`src/hw/rtl/ygp_pkg.sv`:
```
// Package with the shared types, constants and color tables of the YUV 4:2:0 pattern generator.
package ygp_pkg;

    // Fixed field widths of the pixel and configuration channels.
    localparam int COL_W      = 11;
    localparam int ROW_W      = 11;
    localparam int PIX_W      = 8;
    localparam int KIND_W     = 3;
    localparam int CFG_IDX_W  = 2;
    localparam int CFG_DATA_W = 12;

    // Gradient dividend is row*255, which stays below 2^19.
    localparam int GRAD_W = 19;
    // Gradient quotient carries one extra bit that flags saturation.
    localparam int GQ_W   = 9;
    // Bar index quotient carries one extra bit that flags a position past the last bar.
    localparam int BQ_W   = 4;

    // Pattern codes; every other code is a blank frame.
    localparam logic [KIND_W-1:0] KIND_GRADIENT = 3'd0;
    localparam logic [KIND_W-1:0] KIND_CHECKER  = 3'd1;
    localparam logic [KIND_W-1:0] KIND_BARS     = 3'd2;
    localparam logic [KIND_W-1:0] KIND_CROSS    = 3'd3;

    // Register indexes of the configuration channel.
    localparam logic [CFG_IDX_W-1:0] REG_KIND   = 2'd0;
    localparam logic [CFG_IDX_W-1:0] REG_WIDTH  = 2'd1;
    localparam logic [CFG_IDX_W-1:0] REG_HEIGHT = 2'd2;

    // Register reset values.
    localparam logic [KIND_W-1:0]     RST_KIND   = KIND_GRADIENT;
    localparam logic [CFG_DATA_W-1:0] RST_WIDTH  = 12'd640;
    localparam logic [CFG_DATA_W-1:0] RST_HEIGHT = 12'd480;

    localparam logic [PIX_W-1:0] NEUTRAL   = 8'd128;
    localparam logic [PIX_W-1:0] LUMA_FULL = 8'd255;
    localparam int               MIN_WIDTH = 8;

    localparam logic [PIX_W-1:0] BAR_Y [0:7] = '{8'd255, 8'd255, 8'd180, 8'd180,
                                                 8'd100, 8'd100, 8'd50,  8'd0};
    localparam logic [PIX_W-1:0] BAR_U [0:7] = '{8'd128, 8'd0,   8'd255, 8'd0,
                                                 8'd255, 8'd0,   8'd255, 8'd128};
    localparam logic [PIX_W-1:0] BAR_V [0:7] = '{8'd128, 8'd255, 8'd0,   8'd0,
                                                 8'd255, 8'd255, 8'd0,   8'd128};

    // Pixel state that travels down the divider pipeline.
    typedef struct packed {
        logic [KIND_W-1:0] kind;
        logic              chroma_ok;
        logic [PIX_W-1:0]  fixed_luma;
        logic [GRAD_W-1:0] grad_rem;
        logic [GQ_W-1:0]   grad_q;
        logic [COL_W-1:0]  bar_rem;
        logic [BQ_W-1:0]   bar_q;
    } t_pipe;

endpackage

```
`src/hw/rtl/ygp_if.sv`:
```
// Handshake interfaces for the pixel, result and configuration channels.
interface ygp_pix_if;
    import ygp_pkg::*;
    logic             valid;
    logic             ready;
    logic [COL_W-1:0] column;
    logic [ROW_W-1:0] row;
    modport source (output valid, output column, output row, input ready);
    modport sink   (input valid, input column, input row, output ready);
endinterface

interface ygp_res_if;
    import ygp_pkg::*;
    logic             valid;
    logic             ready;
    logic [PIX_W-1:0] luma;
    logic             chroma_valid;
    logic [PIX_W-1:0] chroma_u;
    logic [PIX_W-1:0] chroma_v;
    modport source (output valid, output luma, output chroma_valid, output chroma_u,
                    output chroma_v, input ready);
    modport sink   (input valid, input luma, input chroma_valid, input chroma_u,
                    input chroma_v, output ready);
endinterface

interface ygp_cfg_if;
    import ygp_pkg::*;
    logic                  valid;
    logic                  ready;
    logic [CFG_IDX_W-1:0]  index;
    logic [CFG_DATA_W-1:0] data;
    modport source (output valid, output index, output data, input ready);
    modport sink   (input valid, input index, input data, output ready);
endinterface

```
`src/hw/rtl/yuv420_test_pattern_generator.sv`:
```
// Top level of the YUV 4:2:0 test pattern generator: entry stage, divider chain, output stage.
//
//   channel   modport  direction  payload
//   i_pix     sink     in         column[10:0], row[10:0]
//   o_res     source   out        luma[7:0], chroma_valid, chroma_u[7:0], chroma_v[7:0]
//   i_cfg     sink     in         index[1:0], data[11:0] (0 kind, 1 width, 2 height)
//
// One pixel enters per clock while o_res is not stalled; its result is registered through
// the divider chain: nine restoring stages, one quotient bit each, between an entry register
// and the output register.
// Reset is synchronous and active low; it empties the pipeline and loads the register defaults.
// A stall on o_res holds every full stage in place; ready ripples back so that a bubble
// anywhere in the pipeline still lets a new pixel in.
module yuv420_test_pattern_generator
    import ygp_pkg::*;
#(
    parameter int MAX_DIM = 2048
) (
    input  logic     i_clk,
    input  logic     i_rst_n,
    ygp_pix_if.sink  i_pix,
    ygp_res_if.source o_res,
    ygp_cfg_if.sink  i_cfg
);

    localparam int DIM_W      = $clog2(MAX_DIM + 1);
    localparam int DIV_STAGES = GQ_W;

    logic [KIND_W-1:0] cfg_kind;
    logic [DIM_W-1:0]  cfg_grad_div;
    logic [DIM_W-4:0]  cfg_bar_div;

    // The bounded height and bar width are registered here and held constant while
    // pixels flow if the user changes configuration only when idle; no logic checks it.
    ygp_cfg #(
        .MAX_DIM (MAX_DIM),
        .DIM_W   (DIM_W)
    ) u_cfg (
        .i_clk      (i_clk),
        .i_rst_n    (i_rst_n),
        .i_cfg      (i_cfg),
        .o_kind     (cfg_kind),
        .o_grad_div (cfg_grad_div),
        .o_bar_div  (cfg_bar_div)
    );

    // Entry stage. Everything that needs no division is settled here: the chroma flag,
    // the checkerboard and crosshatch luma, and the gradient dividend row*255.
    t_pipe r_s0;
    t_pipe n_s0;
    logic  r_s0_valid;
    logic  s_valid [DIV_STAGES+1];
    logic  s_ready [DIV_STAGES+1];
    t_pipe s_data  [DIV_STAGES+1];

    always_comb begin
        n_s0.kind      = cfg_kind;
        n_s0.chroma_ok = !(i_pix.column[0] || i_pix.row[0]);
        case (cfg_kind)
            // The low bit of the sum of cell indices is the XOR of their low bits.
            KIND_CHECKER: n_s0.fixed_luma = (i_pix.column[5] ^ i_pix.row[5]) ? '0 : LUMA_FULL;
            KIND_CROSS:   n_s0.fixed_luma = ((i_pix.column[4:0] == '0) ||
                                             (i_pix.row[4:0] == '0)) ? LUMA_FULL : '0;
            default:      n_s0.fixed_luma = '0;
        endcase
        n_s0.grad_rem = GRAD_W'({i_pix.row, 8'h00}) - GRAD_W'(i_pix.row);
        n_s0.grad_q   = '0;
        n_s0.bar_rem  = i_pix.column;
        n_s0.bar_q    = '0;
    end

    assign i_pix.ready = !r_s0_valid || s_ready[0];

    always_ff @(posedge i_clk) begin
        if (!i_rst_n) begin
            r_s0_valid <= 1'b0;
        end else if (i_pix.ready) begin
            r_s0_valid <= i_pix.valid;
        end
    end

    always_ff @(posedge i_clk) begin
        if (i_pix.ready && i_pix.valid) begin
            r_s0 <= n_s0;
        end
    end

    assign s_valid[0] = r_s0_valid;
    assign s_data[0]  = r_s0;

    // Divider chain, most significant quotient bit first. The top gradient bit is set
    // whenever row*255 >= 256*height, which means the gradient saturates; the top bar
    // bit is set when the column lies past the eighth bar.
    for (genvar j = 0; j < DIV_STAGES; j++) begin : g_div
        ygp_div_stage #(
            .DIM_W (DIM_W),
            .K     (DIV_STAGES - 1 - j)
        ) u_stage (
            .i_clk      (i_clk),
            .i_rst_n    (i_rst_n),
            .i_valid    (s_valid[j]),
            .o_ready    (s_ready[j]),
            .i_data     (s_data[j]),
            .o_valid    (s_valid[j+1]),
            .i_ready    (s_ready[j+1]),
            .o_data     (s_data[j+1]),
            .i_grad_div (cfg_grad_div),
            .i_bar_div  (cfg_bar_div)
        );
    end

    // Output stage: pick the pattern's samples and register them for the result channel.
    t_pipe             last;
    logic [PIX_W-1:0]  n_luma;
    logic [PIX_W-1:0]  n_u;
    logic [PIX_W-1:0]  n_v;
    logic              r_out_valid;
    logic [PIX_W-1:0]  r_luma;
    logic [PIX_W-1:0]  r_u;
    logic [PIX_W-1:0]  r_v;
    logic              r_chroma_ok;

    assign last = s_data[DIV_STAGES];

    always_comb begin
        n_luma = '0;
        n_u    = NEUTRAL;
        n_v    = NEUTRAL;
        case (last.kind)
            KIND_GRADIENT: n_luma = last.grad_q[GQ_W-1] ? LUMA_FULL : last.grad_q[PIX_W-1:0];
            KIND_CHECKER, KIND_CROSS: n_luma = last.fixed_luma;
            KIND_BARS: begin
                if (!last.bar_q[BQ_W-1]) begin
                    n_luma = BAR_Y[last.bar_q[2:0]];
                    n_u    = BAR_U[last.bar_q[2:0]];
                    n_v    = BAR_V[last.bar_q[2:0]];
                end
            end
            default: n_luma = '0;
        endcase
    end

    assign s_ready[DIV_STAGES] = !r_out_valid || o_res.ready;

    always_ff @(posedge i_clk) begin
        if (!i_rst_n) begin
            r_out_valid <= 1'b0;
        end else if (s_ready[DIV_STAGES]) begin
            r_out_valid <= s_valid[DIV_STAGES];
        end
    end

    always_ff @(posedge i_clk) begin
        if (s_ready[DIV_STAGES] && s_valid[DIV_STAGES]) begin
            r_luma      <= n_luma;
            r_u         <= n_u;
            r_v         <= n_v;
            r_chroma_ok <= last.chroma_ok;
        end
    end

    assign o_res.valid        = r_out_valid;
    assign o_res.luma         = r_luma;
    assign o_res.chroma_valid = r_chroma_ok;
    assign o_res.chroma_u     = r_u;
    assign o_res.chroma_v     = r_v;

`ifndef SYNTHESIS
    // A taken pixel always lands in the entry stage.
    a_entry_fill: assert property (@(posedge i_clk) disable iff (!i_rst_n)
        i_pix.valid && i_pix.ready |=> r_s0_valid)
        else $error("accepted pixel did not reach the entry stage");

    // The input can only be held off when the result side is backed up.
    a_no_false_stall: assert property (@(posedge i_clk) disable iff (!i_rst_n)
        o_res.ready |-> i_pix.ready)
        else $error("input stalled while the output was ready");

    // The gradient divisor is bounded to at least one row.
    a_height_nonzero: assert property (@(posedge i_clk) disable iff (!i_rst_n)
        cfg_grad_div != '0)
        else $error("gradient divisor is zero");
`endif

endmodule

```
`src/hw/rtl/ygp_cfg.sv`:
```
// Configuration registers with registered, bounded frame dimensions.
module ygp_cfg
    import ygp_pkg::*;
#(
    parameter int MAX_DIM = 2048,
    parameter int DIM_W   = 12
) (
    input  logic              i_clk,
    input  logic              i_rst_n,
    ygp_cfg_if.sink           i_cfg,
    output logic [KIND_W-1:0] o_kind,
    output logic [DIM_W-1:0]  o_grad_div,
    output logic [DIM_W-4:0]  o_bar_div
);

    localparam int EW = (DIM_W + 1 > CFG_DATA_W + 1) ? DIM_W + 1 : CFG_DATA_W + 1;
    localparam int RST_W_B = (640 > MAX_DIM) ? MAX_DIM : 640;
    localparam int RST_H_B = (480 > MAX_DIM) ? MAX_DIM : 480;
    localparam logic [DIM_W-1:0] RST_WB = DIM_W'(RST_W_B);
    localparam logic [DIM_W-1:0] RST_HB = DIM_W'(RST_H_B);

    logic [KIND_W-1:0]     r_kind;
    logic [CFG_DATA_W-1:0] r_width;
    logic [CFG_DATA_W-1:0] r_height;
    logic [DIM_W-1:0]      r_grad_div;
    logic [DIM_W-4:0]      r_bar_div;
    logic [EW-1:0]         w_ext;
    logic [EW-1:0]         h_ext;
    logic [EW-1:0]         w_bound;
    logic [EW-1:0]         h_bound;
    logic [DIM_W-1:0]      n_grad_div;
    logic [DIM_W-1:0]      w_trim;
    logic [DIM_W-4:0]      n_bar_div;

    assign i_cfg.ready = 1'b1;

    always_ff @(posedge i_clk) begin
        if (!i_rst_n) begin
            r_kind   <= RST_KIND;
            r_width  <= RST_WIDTH;
            r_height <= RST_HEIGHT;
        end else if (i_cfg.valid) begin
            case (i_cfg.index)
                REG_KIND:   r_kind   <= i_cfg.data[KIND_W-1:0];
                REG_WIDTH:  r_width  <= i_cfg.data;
                REG_HEIGHT: r_height <= i_cfg.data;
                default:    ;
            endcase
        end
    end

    // Clamp width into [8, MAX_DIM] and height into [1, MAX_DIM].
    always_comb begin
        w_ext = EW'(r_width);
        h_ext = EW'(r_height);
        if (w_ext > EW'(MAX_DIM)) begin
            w_bound = EW'(MAX_DIM);
        end else if (w_ext < EW'(MIN_WIDTH)) begin
            w_bound = EW'(MIN_WIDTH);
        end else begin
            w_bound = w_ext;
        end
        if (h_ext > EW'(MAX_DIM)) begin
            h_bound = EW'(MAX_DIM);
        end else if (h_ext == '0) begin
            h_bound = EW'(1);
        end else begin
            h_bound = h_ext;
        end
        n_grad_div = h_bound[DIM_W-1:0];
        w_trim     = w_bound[DIM_W-1:0];
        n_bar_div  = w_trim[DIM_W-1:3];
    end

    always_ff @(posedge i_clk) begin
        if (!i_rst_n) begin
            r_grad_div <= RST_HB;
            r_bar_div  <= RST_WB[DIM_W-1:3];
        end else begin
            r_grad_div <= n_grad_div;
            r_bar_div  <= n_bar_div;
        end
    end

    assign o_kind     = r_kind;
    assign o_grad_div = r_grad_div;
    assign o_bar_div  = r_bar_div;

endmodule

```
`src/hw/rtl/ygp_div_stage.sv`:
```
// One restoring-division stage that resolves quotient bit K of the gradient and, for K below BQ_W, of the bar index.
module ygp_div_stage
    import ygp_pkg::*;
#(
    parameter int DIM_W = 12,
    parameter int K     = 0
) (
    input  logic             i_clk,
    input  logic             i_rst_n,
    input  logic             i_valid,
    output logic             o_ready,
    input  t_pipe            i_data,
    output logic             o_valid,
    input  logic             i_ready,
    output t_pipe            o_data,
    input  logic [DIM_W-1:0] i_grad_div,
    input  logic [DIM_W-4:0] i_bar_div
);

    localparam int GW = (DIM_W + GQ_W > GRAD_W) ? DIM_W + GQ_W : GRAD_W;
    localparam int XW = (DIM_W + GQ_W > COL_W) ? DIM_W + GQ_W : COL_W;
    localparam logic [GQ_W-1:0] GRAD_BIT = GQ_W'(1) << K;
    localparam logic [BQ_W-1:0] BAR_BIT  = (K < BQ_W) ? (BQ_W'(1) << K) : '0;

    logic [GW-1:0] g_rem;
    logic [GW-1:0] g_sub;
    logic [XW-1:0] x_rem;
    logic [XW-1:0] x_sub;
    t_pipe         n_data;
    t_pipe         r_data;
    logic          r_valid;

    always_comb begin
        g_rem  = GW'(i_data.grad_rem);
        g_sub  = GW'(i_grad_div) << K;
        x_rem  = XW'(i_data.bar_rem);
        x_sub  = XW'(i_bar_div) << K;
        n_data = i_data;
        if (g_rem >= g_sub) begin
            n_data.grad_rem = GRAD_W'(g_rem - g_sub);
            n_data.grad_q   = i_data.grad_q | GRAD_BIT;
        end
        if ((K < BQ_W) && (x_rem >= x_sub)) begin
            n_data.bar_rem = COL_W'(x_rem - x_sub);
            n_data.bar_q   = i_data.bar_q | BAR_BIT;
        end
    end

    assign o_ready = !r_valid || i_ready;

    always_ff @(posedge i_clk) begin
        if (!i_rst_n) begin
            r_valid <= 1'b0;
        end else if (o_ready) begin
            r_valid <= i_valid;
        end
    end

    always_ff @(posedge i_clk) begin
        if (o_ready && i_valid) begin
            r_data <= n_data;
        end
    end

    assign o_valid = r_valid;
    assign o_data  = r_data;

endmodule

```
`src/flat_wrapper.sv`:
```
// flat-port wrapper written by rule: the top's interface ports become plain ports
module yuv420_test_pattern_generator_flat import ygp_pkg::*;
#(
    parameter int MAX_DIM = 2048
)
  (i_clk, i_rst_n, i_pix_valid, i_pix_column, i_pix_row, i_pix_ready, o_res_valid, o_res_luma, o_res_chroma_valid, o_res_chroma_u, o_res_chroma_v, o_res_ready, i_cfg_valid, i_cfg_index, i_cfg_data, i_cfg_ready);
  ygp_pix_if i_pix_i ();
  ygp_res_if o_res_i ();
  ygp_cfg_if i_cfg_i ();
  input  logic i_clk;
  input  logic i_rst_n;
  input wire logic [$bits(i_pix_i.valid)-1:0] i_pix_valid;
  input wire logic [$bits(i_pix_i.column)-1:0] i_pix_column;
  input wire logic [$bits(i_pix_i.row)-1:0] i_pix_row;
  output wire logic [$bits(i_pix_i.ready)-1:0] i_pix_ready;
  output wire logic [$bits(o_res_i.valid)-1:0] o_res_valid;
  output wire logic [$bits(o_res_i.luma)-1:0] o_res_luma;
  output wire logic [$bits(o_res_i.chroma_valid)-1:0] o_res_chroma_valid;
  output wire logic [$bits(o_res_i.chroma_u)-1:0] o_res_chroma_u;
  output wire logic [$bits(o_res_i.chroma_v)-1:0] o_res_chroma_v;
  input wire logic [$bits(o_res_i.ready)-1:0] o_res_ready;
  input wire logic [$bits(i_cfg_i.valid)-1:0] i_cfg_valid;
  input wire logic [$bits(i_cfg_i.index)-1:0] i_cfg_index;
  input wire logic [$bits(i_cfg_i.data)-1:0] i_cfg_data;
  output wire logic [$bits(i_cfg_i.ready)-1:0] i_cfg_ready;
  assign i_pix_i.valid = i_pix_valid;
  assign i_pix_i.column = i_pix_column;
  assign i_pix_i.row = i_pix_row;
  assign i_pix_ready = i_pix_i.ready;
  assign o_res_valid = o_res_i.valid;
  assign o_res_luma = o_res_i.luma;
  assign o_res_chroma_valid = o_res_i.chroma_valid;
  assign o_res_chroma_u = o_res_i.chroma_u;
  assign o_res_chroma_v = o_res_i.chroma_v;
  assign o_res_i.ready = o_res_ready;
  assign i_cfg_i.valid = i_cfg_valid;
  assign i_cfg_i.index = i_cfg_index;
  assign i_cfg_i.data = i_cfg_data;
  assign i_cfg_ready = i_cfg_i.ready;
  yuv420_test_pattern_generator #(.MAX_DIM(MAX_DIM)) u_core (.i_clk(i_clk), .i_rst_n(i_rst_n), .i_pix(i_pix_i), .o_res(o_res_i), .i_cfg(i_cfg_i));
endmodule
```
`config.mk`:
```
export PLATFORM = sky130hd
export DESIGN_NAME = yuv420_test_pattern_generator_flat
export DESIGN_NICKNAME = d
export VERILOG_FILES = /design/src/hw/rtl/ygp_pkg.sv /design/src/hw/rtl/ygp_if.sv /design/src/hw/rtl/yuv420_test_pattern_generator.sv /design/src/hw/rtl/ygp_cfg.sv /design/src/hw/rtl/ygp_div_stage.sv /design/src/flat_wrapper.sv
export SDC_FILE = /design/constraint.sdc
export NUM_CORES = 1
export LEC_CHECK = 0
export BUFFER_PORTS_ARGS = -buffer_cell sky130_fd_sc_hd__buf_4
export CORE_MARGIN = 2
export CORE_UTILIZATION = 57
export DETAILED_ROUTE_END_ITERATION = 10
export PLACE_DENSITY = 0.77
export SLEW_MARGIN = 20
export SYNTH_ARGS = -nofsm -noshare
export SYNTH_HDL_FRONTEND = slang
export SYNTH_SLANG_ARGS = --single-unit
export TNS_END_PERCENT = 10
```
`constraint.sdc`:
```
create_clock -name i_clk -period 4.85 [get_ports i_clk]
set_clock_uncertainty 0.2 [all_clocks]
set_input_delay 0.7275 -clock i_clk [delete_from_list [all_inputs] [get_ports i_clk]]
set_output_delay 0.7275 -clock i_clk [all_outputs]
set_load 0.01 [all_outputs]
```
# --- Word level (Yosys, flattened, before mapping) ---
# Memories as Yosys holds them, arrays and structs flattened. A register that Yosys moved wholly into a read port is not among the register bits.
# Index checks and enable logic that the tools add are counted.
totals:
  regBits: 555
  word_cells: 212
  mem_bits_ro: 192
  output_inout_bits: 28
  memories: 3
mem_list:
  columns: ["memory", "depth", "width", "read_ports", "rd_ports_with_merged_regs", "wr", "line_no", "source"]
  rows:
  - ["(no name shown)", 8, 8, 1, 0, 0, "yuv420_test_pattern_generator.sv:134", "n_luma = BAR_Y[last.bar_q[2:0]];"]
  - ["(no name shown)", 8, 8, 1, 1, 0, "yuv420_test_pattern_generator.sv:135", "n_u = BAR_U[last.bar_q[2:0]];"]
  - ["(no name shown)", 8, 8, 1, 1, 0, "yuv420_test_pattern_generator.sv:136", "n_v = BAR_V[last.bar_q[2:0]];"]
op_classes:
  muxes: 23
  eq_ne: 7
  order_cmp: 17
  addsub: 12
  n_bitwise: 4
  n_reduce_logical: 50
ops:
  columns: ["op", "n"]
  rows:
  - ["28-bit two-way mux", 8]
  - ["12-bit two-way mux", 4]
  - ["8-bit two-way mux", 6]
  - ["15-bit two-way mux", 3]
  - ["19-bit subtractor", 2]
  - ["12-bit > comparator (second input constant)", 2]
  - ["8-bit case mux with 3 select lines", 1]
  - ["11-bit subtractor", 2]
  - ["19-bit by 20-bit >= comparator with 1-bit output", 1]
  - ["19-bit by 12-bit >= comparator with 1-bit output", 1]
  - ["19-bit by 13-bit >= comparator with 1-bit output", 1]
  - ["19-bit by 14-bit >= comparator with 1-bit output", 1]
  - ["19-bit by 15-bit >= comparator with 1-bit output", 1]
  - ["19-bit by 16-bit >= comparator with 1-bit output", 1]
  - ["19-bit by 17-bit >= comparator with 1-bit output", 1]
  - ["19-bit by 18-bit >= comparator with 1-bit output", 1]
  - ["19-bit >= comparator", 1]
  - ["19-bit by 11-bit subtractor with 19-bit output", 1]
  - ["19-bit by 13-bit subtractor with 19-bit output", 1]
  - ["19-bit by 14-bit subtractor with 19-bit output", 1]
  - ["19-bit by 15-bit subtractor with 19-bit output", 1]
  - ["19-bit by 16-bit subtractor with 19-bit output", 1]
  - ["19-bit by 17-bit subtractor with 19-bit output", 1]
  - ["19-bit by 18-bit subtractor with 19-bit output", 1]
  - ["25 further kinds", 69]

# --- Longest topological paths before layout ---
depth:
  ltp_word: 13
  depth_mapped: 12
  mapped_depth_nobuf: 11

# --- Modules after synthesis ---
# From an unflattened synthesis, not the netlist that was laid out.
unflattened:
  cells_unflattened: 2337
  area_unflattened_um2: 29703.5
modules_own_cells:
  columns: ["mod", "n_inst", "cells_per_inst", "seq_area_each_um2", "area_per_inst_um2"]
  rows:
  - ["ygp_div_stage at u_core.g_div[7].u_stage", 1, 287, 1671.6, 3230.6]
  - ["ygp_div_stage at u_core.g_div[5].u_stage", 1, 249, 1671.6, 3210.6]
  - ["ygp_div_stage at u_core.g_div[8].u_stage", 1, 270, 1671.6, 3174.3]
  - ["ygp_div_stage at u_core.g_div[6].u_stage", 1, 256, 1671.6, 3145.5]
  - ["ygp_div_stage at u_core.g_div[3].u_stage", 1, 188, 1671.6, 2677.6]
  - ["ygp_div_stage at u_core.g_div[2].u_stage", 1, 186, 1671.6, 2630.0]
  - ["ygp_div_stage at u_core.g_div[4].u_stage", 1, 191, 1671.6, 2560.0]
  - ["ygp_div_stage at u_core.g_div[0].u_stage", 1, 167, 1671.6, 2477.4]
  - ["ygp_div_stage at u_core.g_div[1].u_stage", 1, 164, 1671.6, 2452.4]
  - ["yuv420_test_pattern_generator", 1, 200, 1481.4, 2411.1]
  - ["ygp_cfg", 1, 179, 960.9, 1734.2]

# --- Worst setup path before layout ---
# Ideal clock, no wire load.
synth_path:
  path_type: "input port to flip-flop"
  start: "input o_res_ready"
  end: "register u_core.g_div[1].u_stage.r_data, in the netlist u_core.g_div[1].u_stage.o_data[10] (enable)"
  required_time_ns: 4.162
  slack_ns: -0.127
  arrival_ns: 4.289
  cell_stages: 5
  n_path_buf: 0
  cell_sequence: "and4b_1 > and3_1 > and2_1 > and3_1 > a21boi_0"
synth_between:
  elab_chain_len: 10
synth_lines:
  columns: ["element", "line_no", "source"]
  rows:
  - ["from (decl)", "flat_wrapper.sv:21", "input wire logic [$bits(o_res_i.ready)-1:0] o_res_ready;"]
  - ["1-bit logical OR", "yuv420_test_pattern_generator.sv:143", "assign s_ready[DIV_STAGES] = !r_out_valid || o_res.ready;"]
  - ["1-bit logical OR (8 in a row)", "ygp_div_stage.sv:49", "assign o_ready = !r_valid || i_ready;"]
  - ["1-bit logical AND", "ygp_div_stage.sv:60", "if (o_ready && i_valid) begin"]
  - ["to (signal assigned)", "ygp_div_stage.sv:61", "r_data <= n_data;"]
  - ["to (decl)", "ygp_div_stage.sv:30", "t_pipe r_data;"]
# No other way between the ends.
# A chain may end at the register's enable or synchronous reset.

==> impl_metrics.prom <==
# TYPE chip_impl_metric gauge
chip_impl_info{name="run_status",value="completed"} 1
chip_impl_metric{name="totalWireLength",unit="um"} 48500
chip_impl_metric{name="dpl.hpwl",unit="um"} 35000
chip_impl_metric{name="path_clk_slew",unit="ns"} 0.07
chip_impl_metric{name="sequential_share_of_the_synthesized_area",unit="%"} 56.4
chip_impl_metric{name="die-area",unit="um2"} 41500
chip_impl_metric{name="power_density",unit="nW/um2"} 335
chip_impl_metric{name="postCtsResizedCells",unit=""} 0
chip_impl_metric{name="first_global_vias",unit=""} 14400
chip_impl_metric{name="share_comb_of_total_power",unit="%"} 9.5
chip_impl_metric{name="drt_pre_antenna_iters",unit=""} 5
chip_impl_metric{name="cp_data_required_time",unit="ns"} 4.99
chip_impl_metric{name="synth-async-reset-ratio",unit="%"} 0
chip_impl_info{name="netlist_top_cells_area",value="sky130_fd_sc_hd__edfxtp_1, sky130_fd_sc_hd__ha_1, sky130_fd_sc_hd__dfxtp_1"} 1
chip_impl_metric{name="drv.max_cap_violation_count",unit=""} 0
chip_impl_metric{name="cts_made_buffers",unit=""} 45
chip_impl_metric{name="final.setup.tns",unit="ns"} 0
chip_impl_metric{name="fin_crit_sh",unit="%"} 82.0
chip_impl_info{name="tritoncts",value="done"} 1
chip_impl_metric{name="hold_viol",unit=""} 0
chip_impl_metric{name="routed-via-count",unit=""} 14800
chip_impl_metric{name="fp.dieH",unit="um"} 204
chip_impl_metric{name="cts-hold-fix-buffers",unit=""} 0
chip_impl_metric{name="power.share.clock",unit="%"} 39.5
chip_impl_metric{name="final-setup-viol-count",unit=""} 0
chip_impl_metric{name="cts.sinks",unit=""} 447
chip_impl_info{name="worst_setup_path_end_kind",value="flop"} 1
chip_impl_metric{name="insertedDiodeCount",unit=""} 0
chip_impl_info{name="netlist.top_cell.by_area",value="sky130_fd_sc_hd__edfxtp_1"} 1
chip_impl_metric{name="power.leakage",unit="nW"} 9.29
chip_impl_metric{name="placementRows",unit=""} 73
chip_impl_metric{name="synthToLayoutAreaGrowth",unit="%"} 11.1
chip_impl_metric{name="ys_ff_latch",unit=""} 447
chip_impl_metric{name="syn-mean-instance-area",unit="um2"} 12.4
chip_impl_metric{name="clock_insertion_delay_worst_skew",unit="ns"} 0.59
chip_impl_metric{name="via_per_inst",unit=""} 5.99
chip_impl_metric{name="clock_tree.buffer_depth",unit=""} 3
chip_impl_info{name="synth_ff_type",value="sky130_fd_sc_hd__edfxtp_1"} 1
chip_impl_metric{name="sequentialPowerShare",unit="%"} 50.9
chip_impl_metric{name="wl_per_cell",unit="um"} 19.7
chip_impl_metric{name="dieWidth",unit="um"} 204
chip_impl_metric{name="yosysUniqueCellTypes",unit=""} 92
chip_impl_metric{name="core_area",unit="um2"} 39500
chip_impl_info{name="timing_worst_setup_path_type",value="flop to flop"} 1
chip_impl_metric{name="synthesis.yosys.warnings",unit=""} 0
chip_impl_metric{name="ios",unit=""} 69
chip_impl_metric{name="cts_setup_buffers",unit=""} 0
chip_impl_metric{name="antenna_violating_nets_post_route",unit=""} 0
chip_impl_metric{name="critical_path.max_fanout",unit=""} 14
chip_impl_metric{name="grt_start_max_net_pins",unit=""} 61
chip_impl_metric{name="actual_slew_at_the_worst_max_slew_pin",unit="ns"} 1.04
chip_impl_metric{name="p_switching",unit="mW"} 1.97
chip_impl_info{name="clock-root-buffer",value="sky130_fd_sc_hd__clkbuf_16"} 1
chip_impl_metric{name="slew-limit-headroom",unit="%"} 30.4
chip_impl_metric{name="post_synthesis_instance_total",unit=""} 1826
chip_impl_metric{name="number_of_antenna_violations_at_the_first_check_in_global_routing",unit=""} 0
chip_impl_metric{name="worst-r2r-setup-slack",unit="ns"} 0.87
chip_impl_metric{name="grt_first_pass_wirelength",unit="um"} 75400
chip_impl_metric{name="timing_max_transition_violations_final",unit=""} 0
chip_impl_metric{name="post-route-drc-count",unit=""} 0
chip_impl_metric{name="grt.overflow.total",unit=""} 0
chip_impl_info{name="grt_setup_unrepaired",value="no"} 1
chip_impl_info{name="critPathLaunchType",value="flop"} 1
chip_impl_metric{name="cell_internal_pwr",unit="mW"} 6.49
chip_impl_metric{name="vdd.ir_drop.worst",unit="V"} 0.000209
chip_impl_metric{name="synthesis.area",unit="um2"} 22700
chip_impl_info{name="hold_path.class",value="primary input to flop"} 1
chip_impl_metric{name="whs_path_depth",unit=""} 1
chip_impl_metric{name="critical_path_arrival",unit="ns"} 4.12
chip_impl_metric{name="initial_core_util",unit="%"} 57.5
chip_impl_metric{name="drive_above_1_share",unit="%"} 11.9
chip_impl_metric{name="place.port_buffers",unit=""} 67
chip_impl_metric{name="drt_iter0_drc",unit=""} 1124
chip_impl_metric{name="finalCoreUtilization",unit="%"} 63.9
chip_impl_metric{name="synth_enable_flop_cells",unit=""} 388
chip_impl_metric{name="finalNetCount",unit=""} 2106
chip_impl_metric{name="fmax",unit="GHz"} 0.251
chip_impl_metric{name="finalWorstPathRequiredPeriod",unit="ns"} 3.98
chip_impl_metric{name="grtUsageTotal",unit="%"} 23.4
chip_impl_metric{name="routabilityCongestion",unit=""} 0.893
chip_impl_metric{name="power.share.switching",unit="%"} 23.3
chip_impl_metric{name="htree_levels",unit=""} 2
chip_impl_metric{name="r2r_cells",unit=""} 8
chip_impl_metric{name="synth_top_area_share",unit="%"} 51.3
chip_impl_metric{name="syn_nets",unit=""} 2025
-- sequential cells by signal, summed over array words and instances, names as in the netlist --
| signal | cells |
|---|---|
| u_core.o_res.chroma_u | 2 |
| u_core.u_cfg.r_height | 12 |
| u_core.g_div.u_stage.o_valid | 9 |
| u_core.o_res.chroma_valid | 1 |
| u_core.o_res.chroma_v | 2 |
| u_core.o_res.luma | 8 |
| u_core.r_s0_valid | 1 |
| u_core.u_cfg.o_kind | 3 |
| u_core.u_cfg.r_width | 12 |
| u_core.o_res.valid | 1 |
| u_core.r_s0 | 35 |
| u_core.u_cfg.o_grad_div | 12 |
| u_core.u_cfg.o_bar_div | 9 |
| u_core.g_div.u_stage.o_data | 340 |
-- cells by family after synthesis --
group | share of synthesized area (%)
AND/OR/NAND/NOR | 11.2
flip-flops | 56.4
AO/OA/AOI/OAI | 11.3
adder cells (fa/ha/maj) | 9.06
buffers and inverters | 2.63
multiplexers | 5.38
XOR/XNOR | 3.89
other | 0.0165
-- critical path, stage by stage, from the launching register on --
cell                       delay (ns)
sky130_fd_sc_hd__dfxtp_1         0.69
sky130_fd_sc_hd__inv_1           0.46
sky130_fd_sc_hd__ha_1            0.41
sky130_fd_sc_hd__nor2b_1         0.14
sky130_fd_sc_hd__o21a_1          0.21
sky130_fd_sc_hd__o21a_1          0.21
sky130_fd_sc_hd__o311ai_1        0.24
sky130_fd_sc_hd__nand3_1         0.60
sky130_fd_sc_hd__mux2_1          0.54
-- cells in the final DEF (no fill, tap or decap), types with 7 or more instances in the layout --
master,instances
sky130_fd_sc_hd__clkinv_2,14
sky130_fd_sc_hd__xnor2_1,71
sky130_fd_sc_hd__nand3_1,37
sky130_fd_sc_hd__a21boi_0,21
sky130_fd_sc_hd__o21a_1,28
sky130_fd_sc_hd__a31oi_1,13
sky130_fd_sc_hd__and2_1,10
sky130_fd_sc_hd__and3_1,22
sky130_fd_sc_hd__a211oi_1,15
sky130_fd_sc_hd__clkbuf_1,8
sky130_fd_sc_hd__clkbuf_16,45
sky130_fd_sc_hd__o31ai_1,9
sky130_fd_sc_hd__fa_1,11
sky130_fd_sc_hd__buf_4,77
sky130_fd_sc_hd__o21ai_0,58
sky130_fd_sc_hd__o21bai_1,11
sky130_fd_sc_hd__o31a_1,7
sky130_fd_sc_hd__nand2b_1,19
sky130_fd_sc_hd__xor2_1,30
sky130_fd_sc_hd__a21o_1,27
sky130_fd_sc_hd__a21oi_1,95
sky130_fd_sc_hd__or3_1,8
sky130_fd_sc_hd__nor2_1,103
sky130_fd_sc_hd__nor3b_1,9
sky130_fd_sc_hd__mux2_2,32
sky130_fd_sc_hd__nand2_1,119
sky130_fd_sc_hd__nor3_1,31
sky130_fd_sc_hd__nand4_1,17
sky130_fd_sc_hd__o21ai_1,11
sky130_fd_sc_hd__edfxtp_1,388
sky130_fd_sc_hd__dfxtp_1,59
sky130_fd_sc_hd__o211ai_1,12
sky130_fd_sc_hd__or2_2,8
sky130_fd_sc_hd__inv_1,90
sky130_fd_sc_hd__ha_1,147
sky130_fd_sc_hd__nor4_1,20
sky130_fd_sc_hd__mux2_1,41
sky130_fd_sc_hd__nor2b_1,40
sky130_fd_sc_hd__mux2i_1,31
-- metrics by stage --
stage / hold slack, ns / setup WS, ns / instance area, um2 / total power, mW / cells
3_5_place_dp: 0.205 / 0.915 / 23800 / 5.18 / 2383
3_3_place_gp: 0.200 / 1.10 / 23800 / 5.15 / 2383
6_report: 0.125 / 0.871 / 25300 / 8.46 / 2468
4_1_cts: 0.0954 / 0.874 / 25200 / 8.51 / 2466
2_1_floorplan: 0.200 / -0.0686 / 22700 / 4.97 / 1826
5_1_grt: 0.0973 / 0.636 / 25300 / 8.76 / 2468
-- Yosys cell counts (19+ instances only) --
| cell | count |
|---|---|
| sky130_fd_sc_hd__edfxtp_1 | 388 |
| sky130_fd_sc_hd__nand2_1 | 119 |
| sky130_fd_sc_hd__o21ai_0 | 58 |
| sky130_fd_sc_hd__nand2b_1 | 19 |
| sky130_fd_sc_hd__a21o_1 | 27 |
| sky130_fd_sc_hd__mux2i_1 | 31 |
| sky130_fd_sc_hd__nor2b_1 | 44 |
| sky130_fd_sc_hd__and3_1 | 22 |
| sky130_fd_sc_hd__inv_1 | 90 |
| sky130_fd_sc_hd__xnor2_1 | 71 |
| sky130_fd_sc_hd__ha_1 | 147 |
| sky130_fd_sc_hd__nor3_1 | 31 |
| sky130_fd_sc_hd__clkbuf_1 | 19 |
| sky130_fd_sc_hd__o21a_1 | 28 |
| sky130_fd_sc_hd__a21boi_0 | 25 |
| sky130_fd_sc_hd__xor2_1 | 30 |
| sky130_fd_sc_hd__mux2_2 | 32 |
| sky130_fd_sc_hd__a21oi_1 | 95 |
| sky130_fd_sc_hd__nor4_1 | 20 |
| sky130_fd_sc_hd__mux2_1 | 41 |
| sky130_fd_sc_hd__nand3_1 | 37 |
| sky130_fd_sc_hd__nor2_1 | 103 |
| sky130_fd_sc_hd__dfxtp_1 | 59 |
-- power groups by stage --
stage	clock (mW)	combinational, mW	sequential [mW]
finish	3.35	0.807	4.31
global route	3.56	0.887	4.31
CTS	3.40	0.796	4.31
detailed placement	0	0.788	4.39
global placement	0	0.759	4.39
floorplan	0	0.599	4.37
-- routing by layer --
metal  vias to the layer above  track usage, %  routed length, um
met2                       428            39.1              23400
met3                       118            4.01               2540
met5                         -               0                  0
met4                         0            10.8               2210
met1                      7206            29.7              20400
li1                       7043               -                  -
-- final cells by class --
| type | count | area, um2 |
|---|---|---|
| timing repair buffer | 79 | 626 |
| multi-input combinational | 1243 | 9370 |
| clock buffer | 55 | 1180 |
| fill | 2960 | 14300 |
| clock inverter | 28 | 248 |
| inverter | 91 | 342 |
| sequential | 447 | 12800 |
| tap | 525 | 657 |
-- path summary, 6_finish.rpt --
| check | start | endpoint |
|---|---|---|
| min reg2reg | u_core.g_div[1].u_stage.o_data[5] | u_core.g_div[2].u_stage.o_data[5] |
| max | u_core.u_cfg.o_grad_div[1] | u_core.g_div[2].u_stage.o_data[37] |
| min | i_pix_column[10] | u_core.r_s0[14] |
| max reg2reg | u_core.u_cfg.o_grad_div[1] | u_core.g_div[2].u_stage.o_data[37] |
No activity file was read; power rests on OpenSTA's default activity.
